<file path="src/sv/asd_pkg.sv">
`default_nettype none
package asd_pkg;

  localparam int unsigned TimeW   = 63;
  localparam int unsigned SpeedW  = 16;
  localparam int unsigned MagW    = 15;
  localparam int unsigned DistW   = 24;
  localparam int unsigned DurW    = 40;
  localparam int unsigned CfgIdxW = 3;
  localparam int unsigned CfgDatW = 40;

  localparam logic [CfgIdxW-1:0] CfgStopSpeed  = 3'd0;
  localparam logic [CfgIdxW-1:0] CfgRearmSpeed = 3'd1;
  localparam logic [CfgIdxW-1:0] CfgGoalLimit  = 3'd2;
  localparam logic [CfgIdxW-1:0] CfgHoldTime   = 3'd3;
  localparam logic [CfgIdxW-1:0] CfgRearmTime  = 3'd4;
  localparam logic [CfgIdxW-1:0] CfgGraceTime  = 3'd5;

  localparam logic [MagW-1:0]  StopSpeedRst  = 15'd26;
  localparam logic [MagW-1:0]  RearmSpeedRst = 15'd256;
  localparam logic [DistW-1:0] GoalLimitRst  = 24'd160;
  localparam logic [DurW-1:0]  HoldTimeRst   = 40'd5000000000;
  localparam logic [DurW-1:0]  RearmTimeRst  = 40'd2000000000;
  localparam logic [DurW-1:0]  GraceTimeRst  = 40'd3000000000;

  localparam logic [TimeW-1:0] TimeMax = {TimeW{1'b1}};

  typedef struct packed {
    logic [MagW-1:0]  stop_speed;
    logic [MagW-1:0]  rearm_speed;
    logic [DistW-1:0] goal_distance_limit;
    logic [DurW-1:0]  hold_time;
    logic [DurW-1:0]  rearm_time;
    logic [DurW-1:0]  grace_time;
  } cfg_t;

  typedef struct packed {
    logic [TimeW-1:0]        now_time;
    logic signed [SpeedW-1:0] speed;
    logic [DistW-1:0]        goal_distance;
    logic                    autonomous;
    logic                    at_goal;
    logic                    plan_stop;
    logic                    data_fresh;
  } sample_t;

endpackage
`default_nettype wire

</file>
<file path="src/sv/asd_ifs.sv">
`default_nettype none
interface asd_in_if;
  logic                                  valid;
  logic                                  ready;
  logic [asd_pkg::TimeW-1:0]             now_time;
  logic signed [asd_pkg::SpeedW-1:0]     speed;
  logic [asd_pkg::DistW-1:0]             goal_distance;
  logic                                  autonomous;
  logic                                  at_goal;
  logic                                  plan_stop;
  logic                                  data_fresh;

  modport source (output valid, now_time, speed, goal_distance, autonomous,
                  at_goal, plan_stop, data_fresh, input ready);
  modport sink (input valid, now_time, speed, goal_distance, autonomous,
                at_goal, plan_stop, data_fresh, output ready);
endinterface

interface asd_out_if;
  logic valid;
  logic ready;
  logic abnormal_stop;

  modport source (output valid, abnormal_stop, input ready);
  modport sink (input valid, abnormal_stop, output ready);
endinterface

interface asd_cfg_if;
  logic                          valid;
  logic                          ready;
  logic [asd_pkg::CfgIdxW-1:0]   index;
  logic [asd_pkg::CfgDatW-1:0]   data;

  modport source (output valid, index, data, input ready);
  modport sink (input valid, index, data, output ready);
endinterface
`default_nettype wire

</file>
<file path="src/sv/asd_cfg_regs.sv">
`default_nettype none
module asd_cfg_regs (
  input  wire logic      clk_i,
  input  wire logic      rst_ni,
  asd_cfg_if.sink        cfg_i,
  output asd_pkg::cfg_t  cfg_o
);

  asd_pkg::cfg_t cfg_q;

  assign cfg_i.ready = 1'b1;
  assign cfg_o       = cfg_q;

  always_ff @(posedge clk_i or negedge rst_ni) begin
    if (!rst_ni) begin
      cfg_q.stop_speed          <= asd_pkg::StopSpeedRst;
      cfg_q.rearm_speed         <= asd_pkg::RearmSpeedRst;
      cfg_q.goal_distance_limit <= asd_pkg::GoalLimitRst;
      cfg_q.hold_time           <= asd_pkg::HoldTimeRst;
      cfg_q.rearm_time          <= asd_pkg::RearmTimeRst;
      cfg_q.grace_time          <= asd_pkg::GraceTimeRst;
    end else if (cfg_i.valid) begin
      unique case (cfg_i.index)
        asd_pkg::CfgStopSpeed:  cfg_q.stop_speed <= cfg_i.data[asd_pkg::MagW-1:0];
        asd_pkg::CfgRearmSpeed: cfg_q.rearm_speed <= cfg_i.data[asd_pkg::MagW-1:0];
        asd_pkg::CfgGoalLimit:  cfg_q.goal_distance_limit <= cfg_i.data[asd_pkg::DistW-1:0];
        asd_pkg::CfgHoldTime:   cfg_q.hold_time <= cfg_i.data[asd_pkg::DurW-1:0];
        asd_pkg::CfgRearmTime:  cfg_q.rearm_time <= cfg_i.data[asd_pkg::DurW-1:0];
        asd_pkg::CfgGraceTime:  cfg_q.grace_time <= cfg_i.data[asd_pkg::DurW-1:0];
        default: ;
      endcase
    end
  end

endmodule
`default_nettype wire

</file>
<file path="src/sv/abnormal_stop_detector.sv">
// Abnormal-stop detector: one result word for every sample word.
// A sample is taken into the sample register, then its result into the result
// register. Throughput: one sample per cycle while out ready is high; a waiting
// result holds one sample behind it, then input ready drops.
// Reset (rst_ni low, asynchronous): pipeline empty, detector armed, timers and
// grace window cleared, configuration back to its default values.
`default_nettype none
module abnormal_stop_detector (
  input  wire logic  clk_i,
  input  wire logic  rst_ni,
  asd_in_if.sink     in_i,
  asd_cfg_if.sink    cfg_i,
  asd_out_if.source  out_o
);

  asd_pkg::cfg_t    cfg;
  asd_pkg::sample_t smp_q;
  logic             smp_valid_q;
  logic             res_valid_q;
  logic             res_stop_q;
  logic             fire;

  logic                      armed_q, armed_d;
  logic                      prev_planned_q;
  logic [asd_pkg::TimeW-1:0] grace_until_q, grace_until_d;
  logic                      stop_v_q, stop_v_d;
  logic [asd_pkg::TimeW-1:0] stop_t_q, stop_t_d;
  logic                      move_v_q, move_v_d;
  logic [asd_pkg::TimeW-1:0] move_t_q, move_t_d;
  logic                      hit;

  logic [asd_pkg::SpeedW-1:0] neg_speed;
  logic [asd_pkg::MagW-1:0]   mag;
  logic                       plan_end;
  logic [asd_pkg::TimeW:0]    grace_sum;
  logic                       in_grace;
  logic                       leave;
  logic                       suppress;
  logic                       moving;
  logic                       slow;
  logic [asd_pkg::TimeW-1:0]  start_sel;
  logic [asd_pkg::DurW-1:0]   limit_sel;
  logic [asd_pkg::TimeW:0]    diff;
  logic                       elapsed;

  asd_cfg_regs u_cfg (
    .clk_i  (clk_i),
    .rst_ni (rst_ni),
    .cfg_i  (cfg_i),
    .cfg_o  (cfg)
  );

  assign fire       = smp_valid_q && (!res_valid_q || out_o.ready);
  assign in_i.ready = !smp_valid_q || fire;

  assign out_o.valid         = res_valid_q;
  assign out_o.abnormal_stop = res_stop_q;

  always_ff @(posedge clk_i or negedge rst_ni) begin
    if (!rst_ni) begin
      smp_valid_q <= 1'b0;
      res_valid_q <= 1'b0;
    end else begin
      if (in_i.ready) begin
        smp_valid_q <= in_i.valid;
      end
      if (fire) begin
        res_valid_q <= 1'b1;
      end else if (out_o.ready) begin
        res_valid_q <= 1'b0;
      end
    end
  end

  always_ff @(posedge clk_i) begin
    if (in_i.valid && in_i.ready) begin
      smp_q.now_time      <= in_i.now_time;
      smp_q.speed         <= in_i.speed;
      smp_q.goal_distance <= in_i.goal_distance;
      smp_q.autonomous    <= in_i.autonomous;
      smp_q.at_goal       <= in_i.at_goal;
      smp_q.plan_stop     <= in_i.plan_stop;
      smp_q.data_fresh    <= in_i.data_fresh;
    end
    if (fire) begin
      res_stop_q <= hit;
      stop_t_q   <= stop_t_d;
      move_t_q   <= move_t_d;
    end
  end

  always_ff @(posedge clk_i or negedge rst_ni) begin
    if (!rst_ni) begin
      armed_q        <= 1'b1;
      prev_planned_q <= 1'b0;
      grace_until_q  <= '0;
      stop_v_q       <= 1'b0;
      move_v_q       <= 1'b0;
    end else if (fire) begin
      armed_q        <= armed_d;
      prev_planned_q <= smp_q.plan_stop;
      grace_until_q  <= grace_until_d;
      stop_v_q       <= stop_v_d;
      move_v_q       <= move_v_d;
    end
  end

  // absolute speed, most negative code clamps to full scale
  assign neg_speed = -smp_q.speed;
  always_comb begin
    if (!smp_q.speed[asd_pkg::SpeedW-1]) begin
      mag = smp_q.speed[asd_pkg::MagW-1:0];
    end else if (neg_speed[asd_pkg::SpeedW-1]) begin
      mag = {asd_pkg::MagW{1'b1}};
    end else begin
      mag = neg_speed[asd_pkg::MagW-1:0];
    end
  end

  assign plan_end  = prev_planned_q && !smp_q.plan_stop;
  assign grace_sum = {1'b0, smp_q.now_time}
                   + {{(asd_pkg::TimeW + 1 - asd_pkg::DurW){1'b0}}, cfg.grace_time};

  always_comb begin
    grace_until_d = grace_until_q;
    if (plan_end) begin
      grace_until_d = grace_sum[asd_pkg::TimeW] ? asd_pkg::TimeMax
                                                : grace_sum[asd_pkg::TimeW-1:0];
    end
  end

  // window just opened: now < sat(now + grace) without waiting on the add
  assign in_grace = plan_end ? ((cfg.grace_time != '0) && (smp_q.now_time != asd_pkg::TimeMax))
                             : (smp_q.now_time < grace_until_q);

  assign leave    = !smp_q.autonomous || smp_q.at_goal || smp_q.plan_stop;
  assign suppress = !smp_q.data_fresh
                 || (smp_q.goal_distance <= cfg.goal_distance_limit) || in_grace;
  assign moving   = mag > cfg.rearm_speed;
  assign slow     = mag > cfg.stop_speed;

  assign start_sel = moving ? (move_v_q ? move_t_q : smp_q.now_time) : stop_t_q;
  assign limit_sel = moving ? cfg.rearm_time : cfg.hold_time;
  assign diff      = {1'b0, smp_q.now_time} - {1'b0, start_sel};
  assign elapsed   = !diff[asd_pkg::TimeW]
                  && (diff[asd_pkg::TimeW-1:0]
                      >= {{(asd_pkg::TimeW - asd_pkg::DurW){1'b0}}, limit_sel});

  always_comb begin
    armed_d  = armed_q;
    stop_v_d = stop_v_q;
    stop_t_d = stop_t_q;
    move_v_d = move_v_q;
    move_t_d = move_t_q;
    hit      = 1'b0;
    if (leave) begin
      armed_d  = 1'b1;
      stop_v_d = 1'b0;
      move_v_d = 1'b0;
    end else if (suppress) begin
      stop_v_d = 1'b0;
      move_v_d = 1'b0;
    end else if (moving) begin
      stop_v_d = 1'b0;
      if (!move_v_q) begin
        move_v_d = 1'b1;
        move_t_d = smp_q.now_time;
      end
      if (!armed_q && elapsed) begin
        armed_d = 1'b1;
      end
    end else begin
      move_v_d = 1'b0;
      if (slow) begin
        stop_v_d = 1'b0;
      end else if (!stop_v_q) begin
        stop_v_d = 1'b1;
        stop_t_d = smp_q.now_time;
      end else if (armed_q && elapsed) begin
        armed_d = 1'b0;
        hit     = 1'b1;
      end
    end
  end

endmodule
`default_nettype wire
</file>
<file path="src/flat_wrapper.sv">
// flat-port wrapper written by rule: the top's interface ports become plain ports
module abnormal_stop_detector_flat 
  (clk_i, rst_ni, in_i_valid, in_i_now_time, in_i_speed, in_i_goal_distance, in_i_autonomous, in_i_at_goal, in_i_plan_stop, in_i_data_fresh, in_i_ready, cfg_i_valid, cfg_i_index, cfg_i_data, cfg_i_ready, out_o_valid, out_o_abnormal_stop, out_o_ready);
  asd_in_if in_i_i ();
  asd_cfg_if cfg_i_i ();
  asd_out_if out_o_i ();
  input  wire logic clk_i;
  input  wire logic rst_ni;
  input wire logic [$bits(in_i_i.valid)-1:0] in_i_valid;
  input wire logic [$bits(in_i_i.now_time)-1:0] in_i_now_time;
  input wire logic [$bits(in_i_i.speed)-1:0] in_i_speed;
  input wire logic [$bits(in_i_i.goal_distance)-1:0] in_i_goal_distance;
  input wire logic [$bits(in_i_i.autonomous)-1:0] in_i_autonomous;
  input wire logic [$bits(in_i_i.at_goal)-1:0] in_i_at_goal;
  input wire logic [$bits(in_i_i.plan_stop)-1:0] in_i_plan_stop;
  input wire logic [$bits(in_i_i.data_fresh)-1:0] in_i_data_fresh;
  output wire logic [$bits(in_i_i.ready)-1:0] in_i_ready;
  input wire logic [$bits(cfg_i_i.valid)-1:0] cfg_i_valid;
  input wire logic [$bits(cfg_i_i.index)-1:0] cfg_i_index;
  input wire logic [$bits(cfg_i_i.data)-1:0] cfg_i_data;
  output wire logic [$bits(cfg_i_i.ready)-1:0] cfg_i_ready;
  output wire logic [$bits(out_o_i.valid)-1:0] out_o_valid;
  output wire logic [$bits(out_o_i.abnormal_stop)-1:0] out_o_abnormal_stop;
  input wire logic [$bits(out_o_i.ready)-1:0] out_o_ready;
  assign in_i_i.valid = in_i_valid;
  assign in_i_i.now_time = in_i_now_time;
  assign in_i_i.speed = in_i_speed;
  assign in_i_i.goal_distance = in_i_goal_distance;
  assign in_i_i.autonomous = in_i_autonomous;
  assign in_i_i.at_goal = in_i_at_goal;
  assign in_i_i.plan_stop = in_i_plan_stop;
  assign in_i_i.data_fresh = in_i_data_fresh;
  assign in_i_ready = in_i_i.ready;
  assign cfg_i_i.valid = cfg_i_valid;
  assign cfg_i_i.index = cfg_i_index;
  assign cfg_i_i.data = cfg_i_data;
  assign cfg_i_ready = cfg_i_i.ready;
  assign out_o_valid = out_o_i.valid;
  assign out_o_abnormal_stop = out_o_i.abnormal_stop;
  assign out_o_i.ready = out_o_ready;
  abnormal_stop_detector u_core (.clk_i(clk_i), .rst_ni(rst_ni), .in_i(in_i_i), .cfg_i(cfg_i_i), .out_o(out_o_i));
endmodule
</file>
<file path="config.mk">
export PLATFORM = sky130hd
export DESIGN_NAME = abnormal_stop_detector_flat
export DESIGN_NICKNAME = d
export VERILOG_FILES = /design/src/sv/asd_pkg.sv /design/src/sv/asd_ifs.sv /design/src/sv/asd_cfg_regs.sv /design/src/sv/abnormal_stop_detector.sv /design/src/flat_wrapper.sv
export SDC_FILE = /design/constraint.sdc
export NUM_CORES = 1
export LEC_CHECK = 0
export BUFFER_PORTS_ARGS = -buffer_cell sky130_fd_sc_hd__buf_2
export CORE_AREA = 2 2 218 220
export DETAILED_ROUTE_END_ITERATION = 10
export DIE_AREA = 0 0 220 222
export GPL_TIMING_DRIVEN = 0
export PLACE_DENSITY = 0.82
export SLEW_MARGIN = 0
export SYNTH_ARGS = -nofsm -noshare
export SYNTH_HDL_FRONTEND = slang
export SYNTH_SLANG_ARGS = --single-unit
export TNS_END_PERCENT = 30
</file>
<file path="constraint.sdc">
create_clock -name clk_i -period 9.9 [get_ports clk_i]
set_input_delay 0.495 -clock clk_i [delete_from_list [all_inputs] [get_ports clk_i]]
set_output_delay 0.495 -clock clk_i [all_outputs]
set_load 0.02 [all_outputs]
</file>
==> run_results.csv <==
group,metric,value,unit
run_status,status,"complete, but fails checks",
run_status,failed_checks,"capacitance limit, slew limit",
die,dieArea,48800,um^2
yosys,ys_types,79,
yosys,yosys.area.top_type,"edfxtp_1",
critical_path,reg2reg_depth,40,
die,start_util,0.616,
yosys,synthFlopType,"edfxtp_1",
place,io_buffers,157,
clock_network,cts_tree,"done",
clock_network,path_clk_slew,0.06,ns
place,place_inst,3402,
pwr,total_power,7.32,mW
critical_path,path_class,"flip-flop to flip-flop",
routing,drt-total-wl,80000,um
run,maxCapViolCount,1,
critical_path,critPathBufInv,3,
yosys,netlist_instances,2631,
grt,gr-usage-met1,0.429,
critical_path,critical-path-max-stage-delay,0.60,ns
worst_hold_path,hold_path.class,"input port to flip-flop",
critical_path,worstPathMaxFanout,10,
critical_path,crit_path_end_kind,"flip-flop",
cells_and_area,instances_no_fill,3507,
routing,ant_nets,0,
timing,setup_viol,0,
die,rows,79,
yosys,synth_edf_count,234,
yosys,yosysWarningCount,0,
grt,antenna_found_initial,2,
routing,post_drt_wl_per_cell,22.8,um
yosys,synth_area,28500,um^2
pwr,power.share.clock,0.274,
timing,timing.final.hold_violations,0,
timing,period_share,0.951,
cells_and_area,fillers,3349,
pwr,switching_power,2.63,mW
critical_path,cpMaxStageDelayCell,"or4_1",
critical_path,crit_required,10.45,ns
cells_and_area,final_nets,3273,
pwr,power_frac_comb,0.372,
critical_path,arrival,9.97,ns
critical_path,worstSetupPathDepth,40,
grt,grt_util_met2,0.542,
timing,fmax,106,MHz
pwr,p_seq_frac,0.354,
yosys,synth_area_leaders,"edfxtp_1 (25%), dfrtp_1 (18%), ha_1 (11%)",
yosys,synth_fp_nets,3049,
grt,grt_overflow,0,
grt,grt_max_degree,129,
die,die_width,220,um
timing,worstMarginPinSlew,1.63,ns
critical_path,crit_top_cell,"nand4_1",
pwr,irDropWorstVdd,0.161,mV
yosys,avgSynthCellArea,10.8,um^2
cells_and_area,drive_above_1_share,0.186,
pwr,sw_frac_of_total,0.359,
timing,tns,0,ns
yosys,ys_async_sr_fraction,0.509,
routing,drc,0,
timing,fin_crit,9.42,ns
routing,drt_iter0_markers,2042,
yosys,synth_seq_cells,477,
critical_path,crit_path_start_kind,"flip-flop",
place,hpwl,60400,um
die,die_h,222,um
routing,viasPerCell,6.40,
yosys,synth_top_area_share,0.246,
cells_and_area,regArea,13200,um^2
timing,finalMaxSlewViolations,3,
cells_and_area,area_delta_synth_final,12.8,%
yosys,ys_seq_area_frac,0.462,
die,core,46300,um^2
timing,skew,0.0325,ns
worst_hold_path,min_path_cells,1,
grt,grt_usage,0.328,
clock_network,clock_latency,0.63,ns
place,finalWeightedCongestion,0.999,
routing,num_vias,22456,
grt,grt_pass1_wl,124000,um
grt,grt_use_met3,0.0608,
die,io_pins,159,
routing,drt_first_pass_iters,6,
clock_network,h-tree-depth,2,
grt,gr-max-usage-layer,"met2",
pwr,p_int,4.69,mW
grt,grt_pass1_vias,22556,
cells_and_area,final_common_cell,"ha_1",
clock_network,cts-root-buf,"clkbuf_16",
timing,maxSlewHeadroom,-0.0963,
critical_path,path_delay_family,"simple AND/OR/NAND/NOR gates",
cells_and_area,most-common-layout-cells,"ha_1 (261), edfxtp_1 (234), nand2_1 (207)",
pwr,cellPowerDensity,228,nW/um^2
clock_network,numCtsBuffers,52,
clock_network,cts_max_path_buffers,3,
pwr,power_leakage,13.7,nW
clock_network,cts_sinks,477,
cells_and_area,multiInputGateArea,14500,um^2
## registers in the layout (all words and copies together), names as in the netlist
| register | flops |
|---|---|
| u_core.u_cfg.cfg_o | 174 |
| u_core.smp_q | 107 |
| u_core.grace_until_q | 63 |
| u_core.move_t_q | 63 |
| u_core.stop_t_q | 63 |
| u_core.armed_q | 1 |
| u_core.move_v_q | 1 |
| u_core.out_o.abnormal_stop | 1 |
| u_core.out_o.valid | 1 |
| u_core.prev_planned_q | 1 |
| u_core.smp_valid_q | 1 |
| u_core.stop_v_q | 1 |
## logic make-up after synthesis
kind of cell,count (synthesis),share of synthesized area
AOI/OAI and AO/OA,640,0.141
buffers and inverters,262,0.0353
xor gates and xnor gates,113,0.0347
and+or+nand+nor,585,0.102
other,1,0.000132
DFF,477,0.462
adders and majority gates,263,0.116
muxes,290,0.110
## worst register-to-register path, delay by kind of cell (launching register included)
family / cells / cell delay, ns
and+or+nand+nor: 19 / 3.95
xor gates and xnor gates: 1 / 0.22
buffers and inverters: 3 / 0.98
DFF: 1 / 0.47
muxes: 2 / 0.46
adders and majority gates: 3 / 0.92
AOI/OAI and AO/OA: 12 / 2.31
## per-layer routing
| metal | wire length [um] | vias to the layer above |
|---|---|---|
| met4 | 3070 | 2 |
| met3 | 6020 | 186 |
| met5 | 13 | - |
| met2 | 38400 | 957 |
| li1 | - | 10233 |
| met1 | 32500 | 11078 |
## worst paths after layout
path,startpoint,end,slack (ns)
max reg2reg,u_core.smp_q[31],u_core.armed_q,0.48
min reg2reg,u_core.grace_until_q[49],u_core.grace_until_q[49],0.48
max,u_core.smp_q[31],u_core.armed_q,0.48
max in group asynchronous,rst_ni,u_core.u_cfg.cfg_o[161],8.11
min,in_i_goal_distance[16],u_core.smp_q[20],0.04
min in group asynchronous,rst_ni,u_core.u_cfg.cfg_o[38],0.56
## power by group through the flow
stage | combinational, mW | clock [mW] | sequential [mW]
global placement | 2.50 | 0 | 2.61
floorplan | 1.90 | 0 | 2.56
global route | 2.99 | 2.10 | 2.62
detailed placement | 2.62 | 0 | 2.62
CTS | 2.66 | 2.02 | 2.59
finish | 2.72 | 2.01 | 2.59
## timing repair
action	CTS	global route
setup endpoints to repair	2	2
pin swaps	0	5
buffers inserted	0	5
gates resized for setup	13	26
hold buffers	1	0
hold endpoints to repair	1	0
## per-stage QoR
step	hold WS (ns)	setup WS, ns	utilization	cell area, um^2
2_1_floorplan	0.199	1.17	-	28500
3_3_place_gp	0.450	-1.94	0.650	30100
3_5_place_dp	0.460	-1.04	0.653	30200
4_1_cts	0.0178	0.0658	0.692	32000
5_1_grt	0.0151	-0.0138	0.695	32100
6_report	0.0383	0.480	0.695	32100
## cell usage after synthesis (all sizes together), types with 18 or more instances
cell / number
and3: 18
ha: 261
xor2: 57
buf: 33
nand4: 83
inv: 162
nor2: 97
o21ai: 163
nor4: 23
a21o: 70
a31oi: 21
a21oi: 189
nand3: 34
nor2b: 20
clkbuf: 67
dfrtp: 200
nor3: 31
mux2i: 106
xnor2: 56
a22oi: 49
nand2: 207
nand2b: 22
edfxtp: 234
dfstp: 43
o21a: 22
mux2: 184
## area by class of cell
cell class | count | share of cell area
tap | 607 | 0.0236
sequential | 477 | 0.409
clock buffer | 76 | 0.0491
clock inverter | 21 | 0.00627
antenna | 2 | 0.000156
multi-input combinational | 1892 | 0.450
inverter | 162 | 0.0189
timing repair buffer | 170 | 0.0296
buffer | 100 | 0.0131
Note: power is estimated with default switching activity, not from simulation.
